## config.mk

```make
export PLATFORM = sky130hd
export DESIGN_NAME = base32_stream_decoder_top
export DESIGN_NICKNAME = d
export VERILOG_FILES = /design/src/hdl/b32dec_pkg.sv /design/src/hdl/b32dec_symbol.sv /design/src/hdl/b32dec_core.sv /design/src/hdl/base32_stream_decoder_top.sv
export SDC_FILE = /design/constraint.sdc
export NUM_CORES = 1
export LEC_CHECK = 0
export BUFFER_PORTS_ARGS = -buffer_cell sky130_fd_sc_hd__buf_4
export CELL_PAD_IN_SITES_DETAIL_PLACEMENT = 1
export CELL_PAD_IN_SITES_GLOBAL_PLACEMENT = 1
export CORE_UTILIZATION = 40
export CTS_CLUSTER_DIAMETER = 120
export DETAILED_ROUTE_END_ITERATION = 8
export HOLD_SLACK_MARGIN = 0.15
export PLACE_DENSITY = 0.82
export SLEW_MARGIN = 20
export SYNTH_ARGS = -nofsm -noshare
export SYNTH_HDL_FRONTEND = slang
export SYNTH_SLANG_ARGS = --single-unit
```

## constraint.sdc

```tcl
create_clock -name clk -period 6.3 [get_ports clk]
set_input_delay 0.63 -clock clk [delete_from_list [all_inputs] [get_ports clk]]
set_output_delay 0.63 -clock clk [all_outputs]
set_load 0.02 [all_outputs]
```

## src/hdl/b32dec_pkg.sv

```systemverilog
// Shared types and constants for the base32 stream decoder.
// No dependencies; every module of the decoder imports this package.
`timescale 1ns / 1ps
`default_nettype none

package b32dec_pkg;

  // One input item: a character of the encoded text.
  typedef struct packed {
    logic [7:0] char_code;
    logic       end_of_string;
  } char_item_t;

  // One result item.
  typedef struct packed {
    logic [7:0] data_byte;
    logic       byte_valid;
    logic       string_done;
    logic       bad_character;
  } result_item_t;

  // Character classes.
  typedef enum logic [1:0] {
    CLS_SYMBOL = 2'd0,
    CLS_SKIP   = 2'd1,
    CLS_NUL    = 2'd2,
    CLS_BAD    = 2'd3
  } char_class_t;

  // Classified character.
  typedef struct packed {
    char_class_t cls;
    logic [4:0]  value;
  } symbol_t;

  localparam int unsigned SYM_BITS  = 5;
  localparam int unsigned ACC_BITS  = 12;
  localparam int unsigned CNT_BITS  = 3;

  localparam logic [4:0] SYM_MASK       = 5'h1F;
  localparam logic [4:0] LETTER_OFFSET  = 5'd1;   // 'A' -> 0
  localparam logic [4:0] DIGIT_OFFSET   = 5'd8;   // '2' -> 26 (low bits of '2' are 18)

  localparam logic [7:0] CH_NUL    = 8'h00;
  localparam logic [7:0] CH_TAB    = 8'h09;
  localparam logic [7:0] CH_LF     = 8'h0A;
  localparam logic [7:0] CH_CR     = 8'h0D;
  localparam logic [7:0] CH_SPACE  = 8'h20;
  localparam logic [7:0] CH_HYPHEN = 8'h2D;
  localparam logic [7:0] CH_ZERO   = 8'h30;
  localparam logic [7:0] CH_ONE    = 8'h31;
  localparam logic [7:0] CH_TWO    = 8'h32;
  localparam logic [7:0] CH_SEVEN  = 8'h37;
  localparam logic [7:0] CH_EIGHT  = 8'h38;
  localparam logic [7:0] CH_UPPER_A = 8'h41;
  localparam logic [7:0] CH_UPPER_B = 8'h42;
  localparam logic [7:0] CH_UPPER_L = 8'h4C;
  localparam logic [7:0] CH_UPPER_O = 8'h4F;
  localparam logic [7:0] CH_UPPER_Z = 8'h5A;
  localparam logic [7:0] CH_LOWER_A = 8'h61;
  localparam logic [7:0] CH_LOWER_Z = 8'h7A;

endpackage : b32dec_pkg

`default_nettype wire

```

## src/hdl/b32dec_symbol.sv

```systemverilog
// Character classifier: maps one text character to a base32 symbol value,
// a skip, a string terminator or an error. Depends on b32dec_pkg.
`timescale 1ns / 1ps
`default_nettype none

module b32dec_symbol (
  input  wire logic [7:0]          char_code,
  output b32dec_pkg::symbol_t      sym
);
  import b32dec_pkg::*;

  logic [7:0] mapped;

  // Read the look-alike digits as letters.
  always_comb begin
    case (char_code)
      CH_ZERO:  mapped = CH_UPPER_O;
      CH_ONE:   mapped = CH_UPPER_L;
      CH_EIGHT: mapped = CH_UPPER_B;
      default:  mapped = char_code;
    endcase
  end

  always_comb begin
    sym.cls   = CLS_BAD;
    sym.value = '0;
    if (mapped inside {[CH_UPPER_A:CH_UPPER_Z], [CH_LOWER_A:CH_LOWER_Z]}) begin
      sym.cls   = CLS_SYMBOL;
      sym.value = (mapped[4:0] & SYM_MASK) - LETTER_OFFSET;
    end else if (mapped inside {[CH_TWO:CH_SEVEN]}) begin
      sym.cls   = CLS_SYMBOL;
      sym.value = mapped[4:0] + DIGIT_OFFSET;
    end else if (mapped == CH_NUL) begin
      sym.cls   = CLS_NUL;
    end else if (mapped inside {CH_SPACE, CH_TAB, CH_CR, CH_LF, CH_HYPHEN}) begin
      sym.cls   = CLS_SKIP;
    end
  end

endmodule : b32dec_symbol

`default_nettype wire

```

## src/hdl/b32dec_core.sv

```systemverilog
// Decoder state and result logic: bit accumulator, pending bit count and
// sticky flags, updated once per processed item. Depends on b32dec_pkg.
`timescale 1ns / 1ps
`default_nettype none

module b32dec_core (
  input  wire logic                      clk,
  input  wire logic                      rst,
  input  wire logic                      fire,
  input  wire b32dec_pkg::char_item_t    item,
  input  wire b32dec_pkg::symbol_t       sym,
  output b32dec_pkg::result_item_t       result,
  output logic                           result_valid
);
  import b32dec_pkg::*;

  logic [ACC_BITS-1:0] accumulator, accumulator_next;
  logic [CNT_BITS-1:0] pending, pending_next;
  logic                error_seen, error_seen_next;
  logic                string_ended, string_ended_next;

  logic                active;
  logic [CNT_BITS:0]   bit_sum;
  logic [ACC_BITS-1:0] acc_shifted;
  logic                have_byte;
  logic [7:0]          byte_out;

  always_comb begin
    active            = !string_ended && !error_seen;
    bit_sum           = {1'b0, pending} + (CNT_BITS+1)'(SYM_BITS);
    acc_shifted       = {accumulator[ACC_BITS-SYM_BITS-1:0], sym.value};
    have_byte         = 1'b0;
    byte_out          = '0;
    accumulator_next  = accumulator;
    pending_next      = pending;
    error_seen_next   = error_seen;
    string_ended_next = string_ended;

    if (active) begin
      case (sym.cls)
        CLS_NUL:    string_ended_next = 1'b1;
        CLS_BAD:    error_seen_next   = 1'b1;
        CLS_SYMBOL: begin
          accumulator_next = acc_shifted;
          // Low three bits of the sum are the leftover count either way.
          pending_next     = bit_sum[CNT_BITS-1:0];
          if (bit_sum[CNT_BITS]) begin
            have_byte = 1'b1;
            byte_out  = 8'(acc_shifted >> bit_sum[CNT_BITS-1:0]);
          end
        end
        default: ;
      endcase
    end

    result.data_byte     = byte_out;
    result.byte_valid    = have_byte;
    result.string_done   = item.end_of_string;
    result.bad_character = error_seen_next;
    result_valid         = have_byte || item.end_of_string;
  end

  always_ff @(posedge clk) begin
    if (rst) begin
      accumulator  <= '0;
      pending      <= '0;
      error_seen   <= 1'b0;
      string_ended <= 1'b0;
    end else if (fire) begin
      if (item.end_of_string) begin
        // Drop leftover bits and clear for the next string.
        accumulator  <= '0;
        pending      <= '0;
        error_seen   <= 1'b0;
        string_ended <= 1'b0;
      end else begin
        accumulator  <= accumulator_next;
        pending      <= pending_next;
        error_seen   <= error_seen_next;
        string_ended <= string_ended_next;
      end
    end
  end

endmodule : b32dec_core

`default_nettype wire

```

## src/hdl/base32_stream_decoder_top.sv

```systemverilog
// Base32 stream decoder, top level: one character item in, at most one
// result item out. An item passes through the input register, then the
// result register, from which the sink takes it.
// Throughput: one item per cycle while the sink does not stall; the state
// update in b32dec_core closes the loop. Reset (rst, synchronous) empties
// both registers and clears the decoder state.
`timescale 1ns / 1ps
`default_nettype none

module base32_stream_decoder_top (
  input  wire logic                      clk,
  input  wire logic                      rst,
  input  wire logic                      src_valid,
  output logic                           src_stall,
  input  wire b32dec_pkg::char_item_t    src_item,
  output logic                           res_valid,
  input  wire logic                      res_stall,
  output b32dec_pkg::result_item_t       res_item
);
  import b32dec_pkg::*;

  // Input register stage.
  logic         item_q_valid;
  char_item_t   item_q;

  // Processing handshake between the stages.
  logic         out_free;
  logic         fire;

  symbol_t      sym;
  result_item_t result;
  logic         result_valid;

  // The result register can take a new value when it is empty or being read.
  assign out_free  = !res_valid || !res_stall;
  // Process the held item whenever the result register can take its outcome.
  assign fire      = item_q_valid && out_free;
  // Hold the source off only while the held item cannot advance.
  assign src_stall = item_q_valid && !out_free;

  // Input register: load a new item whenever the slot empties or advances.
  always_ff @(posedge clk) begin
    if (rst) begin
      item_q_valid <= 1'b0;
    end else if (!src_stall) begin
      item_q_valid <= src_valid;
    end
  end

  always_ff @(posedge clk) begin
    if (src_valid && !src_stall) begin
      item_q <= src_item;
    end
  end

  b32dec_symbol u_symbol (
    .char_code (item_q.char_code),
    .sym       (sym)
  );

  b32dec_core u_core (
    .clk          (clk),
    .rst          (rst),
    .fire         (fire),
    .item         (item_q),
    .sym          (sym),
    .result       (result),
    .result_valid (result_valid)
  );

  // Result register: advance when free; items without a result (skips, symbols that
  // finish no byte, characters at or after an error or terminator) leave it empty.
  always_ff @(posedge clk) begin
    if (rst) begin
      res_valid <= 1'b0;
    end else if (out_free) begin
      res_valid <= fire && result_valid;
    end
  end

  always_ff @(posedge clk) begin
    if (out_free && fire && result_valid) begin
      res_item <= result;
    end
  end

  // A result that does not close a string always carries a byte.
  assert property (@(posedge clk) disable iff (rst)
    res_valid && !res_item.string_done |-> res_item.byte_valid)
    else $error("result without byte and without string end");

  // A result without a byte carries a zero data byte.
  assert property (@(posedge clk) disable iff (rst)
    res_valid && !res_item.byte_valid |-> res_item.data_byte == 8'h00)
    else $error("nonzero data byte on a byte-less result");

  // The source is held off only while an item waits in the input register.
  assert property (@(posedge clk) disable iff (rst)
    src_stall |-> item_q_valid && res_valid && res_stall)
    else $error("source stalled without a blocked item");

  // An item that is processed while the result register is blocked is a slip.
  assert property (@(posedge clk) disable iff (rst)
    fire |-> !(res_valid && res_stall))
    else $error("item processed into a blocked result register");

endmodule : base32_stream_decoder_top

`default_nettype wire
```

# [Word level (Yosys, flattened, before mapping)]
# Cells that the tools add are included.
[totals] reg_bits=34
[classes] add_sub_neg=3 magnitude_cmp=6 n_eq_ne=10 shifts=1 n_mux=21 n_reduce_logical=28
[op_table] op="8-bit by 6-bit equality test with 1-bit output (second input constant)" count=5
[op_table] op="7-bit 2-to-1 mux" count=4
[op_table] op="8-bit by 4-bit equality test with 1-bit output (second input constant)" count=3
[op_table] op="8-bit case mux with 3 select lines" count=1
[op_table] op="8-bit by 7-bit >= comparator with 1-bit output (second input constant)" count=2
[op_table] op="8-bit by 7-bit less-or-equal comparator with 1-bit output (second input constant)" count=2
[op_table] op="12-bit by 3-bit right shift with 8-bit output" count=1
[op_table] op="1-bit logical AND" count=10
[op_table] op="1-bit 2-to-1 mux" count=9
[op_table] op="3-bit 2-to-1 mux" count=3
[op_table] op="3-bit AND reduction" count=3
[op_table] op="8-bit by 6-bit >= comparator with 1-bit output (second input constant)" count=1
[op_table] op="8-bit by 6-bit less-or-equal comparator with 1-bit output (second input constant)" count=1
[op_table] op="8-bit logical NOT" count=1
[op_table] op="2-bit nonzero test" count=4
[op_table] op="1-bit logical NOT" count=6
[op_table] op="2-bit 2-to-1 mux" count=3
[op_table] op="5-bit by 4-bit adder with 5-bit output (second input constant)" count=1
[op_table] op="5-bit 2-to-1 mux" count=1
[op_table] op="5-bit nonzero test" count=1
[op_table] op="5-bit by 1-bit subtractor with 5-bit output (second input constant)" count=1
[op_table] op="3-bit by 3-bit adder with 4-bit output (second input constant)" count=1
[op_table] op="2-bit equality test (second input constant)" count=2
[op_table] op="2-bit logical NOT" count=1
[op_table] op="1-bit logical OR" count=2

# [Depth between registers and ports, before layout]
# Gate-level depths: netlist of the first run.
[logic_depth] depth_word=13 mapped_depth=15 ltp_nobuf=13

# [Hierarchy]
# From an unflattened synthesis of the first run, not the netlist that was laid out.
[hier_totals] hier_cells=213 area_unflattened_um2=2180.8
[modules_own_cells] module="b32dec_core" instances=1 cells_per_inst=105 area_per_inst_um2=959.7 seq_area_each_um2=240.2
[modules_own_cells] module="base32_stream_decoder_top" instances=1 cells_per_inst=32 area_per_inst_um2=694.4 seq_area_each_um2=640.6
[modules_own_cells] module="b32dec_symbol" instances=1 cells_per_inst=76 area_per_inst_um2=526.8 seq_area_each_um2=0.0

# [Least setup slack after synthesis of the first run]
# OpenSTA, ideal clock, no wires.
[synth_path] path_kind="register to register" from="register item_q[6] in the netlist's numbering" to="register res_item[0] in the netlist's numbering (enable)" setup_ps=382 arrival_time_ps=3366 required_ps=5918 slack_ps=2551 stages_incl_launch_ff=13 path_buffers=2 cell_sequence="edfxtp_1 > buf_2 > and4bb_1 > buf_4 > and3_1 > xnor2_1 > ha_1 > nor2b_1 > o21a_1 > o221a_1 > o211ai_1 > nand3_1 > a21oi_1"
[synth_via] elab_chain_len=13 word_cells_on_any_way=30
[synth_lines] item="from (decl)" line="base32_stream_decoder_top.sv:24" source="char_item_t item_q;"
[synth_lines] item="from (signal assigned)" line="base32_stream_decoder_top.sv:52" source="item_q <= src_item;"
[synth_lines] item="8-bit by 6-bit equality test with 1-bit output" line="b32dec_symbol.sv:16" source="case (char_code)"
[synth_lines] item="8-bit case mux with 3 select lines *" line="b32dec_symbol.sv:16"
[synth_lines] item="8-bit by 6-bit equality test with 1-bit output or 8-bit by 4-bit equality test with 1-bit output (tied branches)" line="b32dec_symbol.sv:35" source="end else if (mapped inside {CH_SPACE, CH_TAB, CH_CR, CH_LF, CH_HYPHEN}) begin"
[synth_lines] item="5-bit nonzero test" line="b32dec_symbol.sv:35"
[synth_lines] item="2-bit 2-to-1 mux" line="b32dec_symbol.sv:35"
[synth_lines] item="2-bit 2-to-1 mux" line="b32dec_symbol.sv:33" source="end else if (mapped == CH_NUL) begin"
[synth_lines] item="2-bit 2-to-1 mux" line="b32dec_symbol.sv:30" source="end else if (mapped inside {[CH_TWO:CH_SEVEN]}) begin"
[synth_lines] item="7-bit 2-to-1 mux *" line="b32dec_symbol.sv:27" source="if (mapped inside {[CH_UPPER_A:CH_UPPER_Z], [CH_LOWER_A:CH_LOWER_Z]}) begin"
[synth_lines] item="2-bit logical NOT *" line="b32dec_core.sv:40" source="case (sym.cls)"
[synth_lines] item="1-bit 2-to-1 mux *" line="b32dec_core.sv:40"
[synth_lines] item="1-bit 2-to-1 mux *" line="b32dec_core.sv:39" source="if (active) begin"
[synth_lines] item="1-bit logical OR *" line="b32dec_core.sv:60" source="result_valid = have_byte || item.end_of_string;"
[synth_lines] item="1-bit logical AND *" line="base32_stream_decoder_top.sv:82" source="if (out_free && fire && result_valid) begin"
[synth_lines] item="to (signal assigned)" line="base32_stream_decoder_top.sv:83" source="res_item <= result;"
[synth_lines] item="to (decl)" line="base32_stream_decoder_top.sv:18" source="output b32dec_pkg::result_item_t res_item"
# Mark *: on every way between the ends. The rest lies on a longest branch, timed or not.
# A chain may end at the register's enable or synchronous reset.

# [Worst setup path in the final report of the first run]
[layout_path] from="register item_q[5] in the netlist's numbering" to="register res_item[9] in the netlist's numbering (enable)"
# The elaborated chain is that of the path after synthesis.

==> results.json, run 1 <==
{
  "hold_path_class": "reg2reg",
  "dr.pass1.iters": 4,
  "synth_common_cells": "nor2_1, a21oi_1, edfxtp_1, nand2_1, dfxtp_1",
  "clk_pin_slew_ns": 0.06,
  "cp.required_ns": 6.21,
  "cp_max_fo": 11,
  "diodes": 0,
  "drc_errors": 0,
  "gp_congestion": 0.894,
  "grt_pass1_vias": 1882,
  "synth_edf_count": 20,
  "finalCritPeriodShare_pct": 69.9,
  "yosysTopAreaCellShare_pct": 27.4,
  "num_vias": 1892,
  "rsz0062_at_grt": "false",
  "critPathTopFamily": "compound AO/OA/AOI/OAI gates",
  "postCtsSetupRepairBufs": 0,
  "final_area_mm2": 0.00251,
  "max_slew_margin_pct": 29.7,
  "setup_viol": 0,
  "fp.dieW_um": 76.0,
  "cp-start-kind": "flip-flop",
  "nets": 272,
  "ys.flop_type": "edfxtp_1",
  "synth_area_leaders": "edfxtp_1, dfxtp_1, a21oi_1",
  "crit_type": "reg2reg",
  "final.min_clock_period_ns": 4.41,
  "maxCapViolations": 0,
  "whs_path_depth": 2,
  "syn_avg_cell_area_um2": 9.40,
  "wire_per_inst_um": 17.0,
  "worstRegToRegCells": 10,
  "cts_buffers": 5,
  "endpoint_kind": "flip-flop",
  "rows": 26,
  "r2r-start": "item_q[5]",
  "ios": 26,
  "hold_path_end": "u_core.accumulator[5]",
  "worst_ep_arrival_time_ns": 4.32,
  "setup_tns_ns": 0,
  "irDropWorstVdd_uv": 173,
  "drive_gt1_share_pct": 17.8,
  "r2r-end": "res_item[9]",
  "syn_area_mm2": 0.00219,
  "finalHoldViolations": 0,
  "max_stage_delay_ns": 0.96,
  "clock_skew_ns": 0.00589,
  "synth_most_common_cell": "nor2_1",
  "die_h_um": 76.0,
  "syn_inst": 233,
  "cellLeakagePower_uw": 0.000910,
  "overflow": 0,
  "root_buffer": "clkbuf_8",
  "grt_usage_pct": 20.0,
  "max_slew.worst_pin.slew_ns": 1.06,
  "yosysUniqueCellTypes": 61,
  "syn_nets": 253,
  "vias_per_cell": 5.86,
  "ctsHoldBuffers": 0,
  "placed_cell_area_mm2": 0.00241,
  "min_from": "u_core.accumulator[5]",
  "h-tree-depth": 2,
  "finalMaxSlewViolations": 0,
  "core_area_mm2": 0.00520,
  "clock_path_buffers": 2,
  "start_util_pct": 42.1,
  "crit_buf_inv": 0,
  "pwr_density_cell_mw_per_mm2": 197,
  "ff2ff_setup_slack_ns": 1.89,
  "post_cts_resized": 0,
  "dpl.hpwl_um": 4220,
  "clock_sinks": 34,
  "synth.yosys.seq_area_share_pct": 40.2,
  "cts_tree": "done",
  "synth_top_area_cell": "edfxtp_1",
  "worstPathCellList": "and4bb_1 > and3_1 > xnor2_1 > ha_1 > nor2b_1 > o21a_1 > o221a_1 > o211ai_1 > nand3_1 > a21oi_1",
  "antenna_found_initial": 0,
  "grt_pass1_wl_um": 9160,
  "slowest_stage": "a21oi_1",
  "status": "finished clean",
  "area_delta_synth_final_pct": 14.4,
  "clk_latency_ns": 0.29,
  "ys_ff_latch": 34,
  "max_clock_freq_mhz": 227,
  "synthArstFlopShare_pct": 0,
  "drt_iter0_drc": 92,
  "yosys_warnings": 0,
  "ant_nets": 0,
  "grt_max_degree": 20,
  "portBuffers": 25,
  "die_area_mm2": 0.00578,
  "wl_um": 5480
}
cell usage in the layout (no fill, tap or decap), types with 3 or more instances in the layout:
cell	instances
a31oi_1	4
nor2_1	21
and2_1	3
ha_1	7
buf_4	25
mux2i_1	5
xnor2_1	3
nand2_1	16
a22o_1	3
clkbuf_8	7
o21ai_1	11
nor3_1	9
dfxtp_1	14
o31ai_1	4
o211ai_1	4
edfxtp_1	20
inv_1	13
a21oi_1	20
mux4_2	4
nand2b_1	3
or3_1	3
worst max-delay path by stage:
stage	endpoint	from	depth (start not counted)
after floorplan	res_item[0]	item_q[6]	12
after global placement	res_item[3]	item_q[5]	10
after detailed placement	res_item[5]	item_q[5]	10
after CTS	res_item[5]	item_q[6]	10
after global routing	res_item[8]	item_q[3]	11
final	res_item[9]	item_q[5]	10
stage by stage:
| step | total power, uW | hold slack, ns | setup slack (ns) | instances | util [%] |
|---|---|---|---|---|---|
| global placement | 321 | 0.460 | 2.16 | 315 | 46.3 |
| CTS | 496 | 0.491 | 1.92 | 323 | 48.2 |
| floorplan | 301 | 0.442 | 2.55 | 233 | - |
| finish | 493 | 0.489 | 1.89 | 323 | 48.2 |
| detailed placement | 323 | 0.482 | 1.94 | 315 | 46.3 |
| global route | 513 | 0.501 | 1.53 | 323 | 48.2 |
power breakdown:
| part | switching [uW] | internal, uW | leakage (uW) |
|---|---|---|---|
| combinational | 38.1 | 27.9 | 0.000545 |
| sequential | 10.4 | 242 | 0.000314 |
| clock | 76.8 | 98.1 | 0.0000519 |
| total | 125 | 368 | 0.000910 |
kinds of logic (layout without fill, tap and decap cells):
kind of cell	count (synthesis)	in the layout	synth area share, %
adders and majority gates	7	7	4.00
xor gates and xnor gates	4	4	1.60
muxes	11	11	7.42
AOI/OAI and AO/OA	76	76	24.2
buffers and inverters	28	48	5.25
and+or+nand+nor	73	73	17.3
DFF	34	34	40.2
state kept, by name, indices dropped and copies added, names as in the netlist:
register             count
res_valid                1
u_core.string_ended      1
item_q_valid             1
u_core.accumulator       7
u_core.error_seen        1
u_core.pending           3
item_q                   9
res_item                11
area by class of cell:
class / instances / area [um^2]
Fill cell: 621 / 2700
Sequential cell: 34 / 881
Tap cell: 70 / 87.6
Multi-Input combinational cell: 171 / 1190
Timing Repair Buffer: 25 / 188
Clock inverter: 1 / 3.75
Inverter: 15 / 56.3
Clock buffer: 7 / 96.3
worst reg2reg max path, stage by stage (launching register included):
cell and delay [ns]:
edfxtp_1 0.53, and4bb_1 0.37, and3_1 0.24, xnor2_1 0.40
ha_1 0.27, nor2b_1 0.05, o21a_1 0.20, o221a_1 0.30
o211ai_1 0.30, nand3_1 0.40, a21oi_1 0.96
layer usage:
metal | routed length (um) | GRT usage [%] | up-vias
met1 | 2460 | 25.4 | 923
met3 | 215 | 3.35 | 9
li1 | - | - | 919
met2 | 2720 | 34.8 | 41
met4 | 81 | 5.96 | 0
met5 | 0 | 0 | -
No activity file was read; power rests on OpenSTA's default activity.
==> run 2, diff against run 1 <==
Settings changed: ABC_AREA from default to 1, CORE_UTILIZATION 40 to 38, PLACE_DENSITY 0.82 to 0.85.
Clock period 6.3 ns to 3.8 ns, I/O delays scaled along.
==> run 2 against run 1 <==
Effect of this change: synthesized cell count is 32% higher; largest power group unchanged; critical path type unchanged; sequential share of layout area is 1.2 points lower; die area is 7.6% higher; core utilization is 1.9 points lower; critical endpoint is now res_item[5]; critical path depth is 8 higher; final cell count is 27% higher; highest routed layer unchanged; power is 67% higher; clock skew is 0.0045 ns higher; area after synthesis is 2.5% higher; worst hold slack worse by 0.23 ns.
==> results.json, run 2 <==
{
  "fillers": 732,
  "num_vias": 2102,
  "max_slew.worst_pin.slew_ns": 0.732,
  "synth_top_area_cell": "edfxtp_1",
  "irDropWorstVdd_uv": 220,
  "final_core_utilization_pct": 46.3,
  "synth.yosys.seq_area_share_pct": 39.2,
  "p_total_uw": 823,
  "drive_gt1_share_pct": 18.1,
  "seqPwrFrac_pct": 49.7,
  "worst_ep_arrival_time_ns": 3.19,
  "yosys_warnings": 0,
  "max_clock_freq_mhz": 308,
  "cts_buffers": 5,
  "grt_pass1_vias": 2205,
  "synth_area_leaders": "edfxtp_1, nand2_1, dfxtp_1",
  "combPwrFrac_pct": 18.0,
  "clock_sinks": 34,
  "synth_edf_count": 20,
  "die_h_um": 78.9,
  "pwr_density_cell_mw_per_mm2": 317,
  "fp.dieW_um": 78.9,
  "syn_inst": 308,
  "maxCapViolations": 0,
  "clock_path_buffers": 2,
  "cts_tree": "done",
  "core_area_mm2": 0.00561,
  "regMostFlops": "res_item",
  "cp_max_fo": 11,
  "status": "finished clean",
  "ctsHoldBuffers": 0,
  "postCtsSetupRepairBufs": 0,
  "cp-start-kind": "flip-flop",
  "synthArstFlopShare_pct": 0,
  "multiInputGateArea_mm2": 0.00119,
  "hold_ws_ns": 0.261,
  "power_switching_share_pct": 30.1,
  "finalMaxSlewViolations": 0,
  "drt_iter0_drc": 92,
  "clkPwrFrac_pct": 32.3,
  "drc_errors": 0,
  "final.setup.worst_slack_ns": 0.552,
  "worstRegToRegCells": 18,
  "cp.required_ns": 3.75,
  "ys_ff_latch": 34,
  "yosysUniqueCellTypes": 35,
  "ant_nets": 0,
  "h-tree-depth": 2,
  "clk_pin_slew_ns": 0.08,
  "final_cell_mix": "nand2_1, inv_1, nand3_1",
  "rows": 27,
  "crit_type": "reg2reg",
  "syn_avg_cell_area_um2": 7.29,
  "wire_per_inst_um": 14.4,
  "endpoint_kind": "flip-flop",
  "setup_viol": 0,
  "syn_nets": 328,
  "antenna_found_initial": 0,
  "grt_max_degree": 23,
  "overflow": 0,
  "grt_pass1_wl_um": 10300,
  "clk_latency_ns": 0.29,
  "layout_commonest_cell": "nand2_1",
  "switchingPower_uw": 248,
  "synth_most_common_cell": "nand2_1",
  "whs_path_depth": 1,
  "setup_tns_ns": 0,
  "synth_common_cells": "nand2_1, inv_1, nand3_1, nor2_1, a21oi_1",
  "pre_cts_ws_ns": 0.608,
  "yosysTopAreaCellShare_pct": 26.8,
  "finalCritPeriodShare_pct": 85.5,
  "ys.flop_type": "edfxtp_1",
  "die_area_mm2": 0.00622,
  "portBuffers": 25,
  "regArea_um2": 881,
  "max_slew_margin_pct": 51.1,
  "grt_usage_pct": 21.6,
  "diodes": 0,
  "nets": 356,
  "post_cts_resized": 0,
  "wl_um": 5890,
  "gp_congestion": 0.993,
  "reg_top3": "res_item: 11 flops, item_q: 9 flops, u_core.accumulator: 7 flops",
  "finalHoldViolations": 0,
  "hold_path_class": "in2reg",
  "root_buffer": "clkbuf_8",
  "vias_per_cell": 5.14,
  "largest_register_ffs": 11,
  "start_util_pct": 40.0,
  "syn_area_mm2": 0.00224,
  "ios": 26,
  "rsz0062_at_grt": "false",
  "p_int_uw": 576,
  "dr.pass1.iters": 4,
  "area_delta_synth_final_pct": 15.6,
  "clock_skew_ns": 0.0104,
  "dpl.hpwl_um": 4590,
  "final.min_clock_period_ns": 3.25,
  "cellLeakagePower_uw": 0.00117
}
==> run 2: logic make-up (layout without fill, tap and decap cells) <==
group	count (synthesis)	after routing	share of synthesized area, %
AO/OA/AOI/OAI	44	44	10.9
XOR/XNOR	4	4	1.56
adder cells (fa/ha/maj)	7	7	3.90
buffers and inverters	45	74	7.64
flip-flops	34	34	39.2
multiplexers	1	1	0.446
AND/OR/NAND/NOR	173	173	36.3
==> run 2: area by class of cell <==
class / instances / area share (%)
sequential: 34 / 33.9
clock inverter: 3 / 0.627
clock buffer: 5 / 2.65
multi-input combinational: 229 / 45.9
timing repair buffer: 26 / 7.52
inverter: 40 / 5.83
tap: 72 / 3.47
==> run 2: through the flow <==
| stage | std cells | instance area, um^2 |
|---|---|---|
| 2_1_floorplan | 308 | 2240 |
| 3_3_place_gp | 401 | 2510 |
| 3_5_place_dp | 401 | 2510 |
| 4_1_cts | 409 | 2590 |
| 5_1_grt | 409 | 2590 |
| 6_report | 409 | 2590 |
==> run 2: critical path, cell delays in order, from the launching register on <==
cell and delay, ns:
edfxtp_1 0.45, inv_2 0.13, nand2_1 0.07, nor2_2 0.14, nand2_1 0.17, nand3_2 0.13, nand2_4 0.10, inv_2 0.14
ha_1 0.16, inv_1 0.04, nor3_1 0.28, nand2_1 0.09, nand3_1 0.07, nand2_1 0.10, nand3_2 0.14, nand2_4 0.08
nand2_4 0.09, o21ai_0 0.13, inv_1 0.38
==> run 2: metal layers <==
metal	part of all wire, %	track usage [%]	vias up
met2	46	35.4	40
met1	49	28.5	982
met5	0	0	-
met3	3.2	4.60	11
met4	2.1	6.73	0
li1	-	-	1069
==> run 2: worst paths after layout <==
check                           to  slack, ns                   from
max                    res_item[5]       0.55              item_q[8]
min                      item_q[1]       0.26            src_item[1]
max reg2reg            res_item[5]       0.55              item_q[8]
min reg2reg  u_core.accumulator[4]       0.48  u_core.accumulator[4]
==> run 2: power groups by stage <==
stage,registers [uW],logic (uW),clock network (uW)
6_report,409,148,266
5_1_grt,410,169,288
4_1_cts,409,149,275
3_5_place_dp,417,147,0
3_3_place_gp,416,146,0
2_1_floorplan,417,104,0
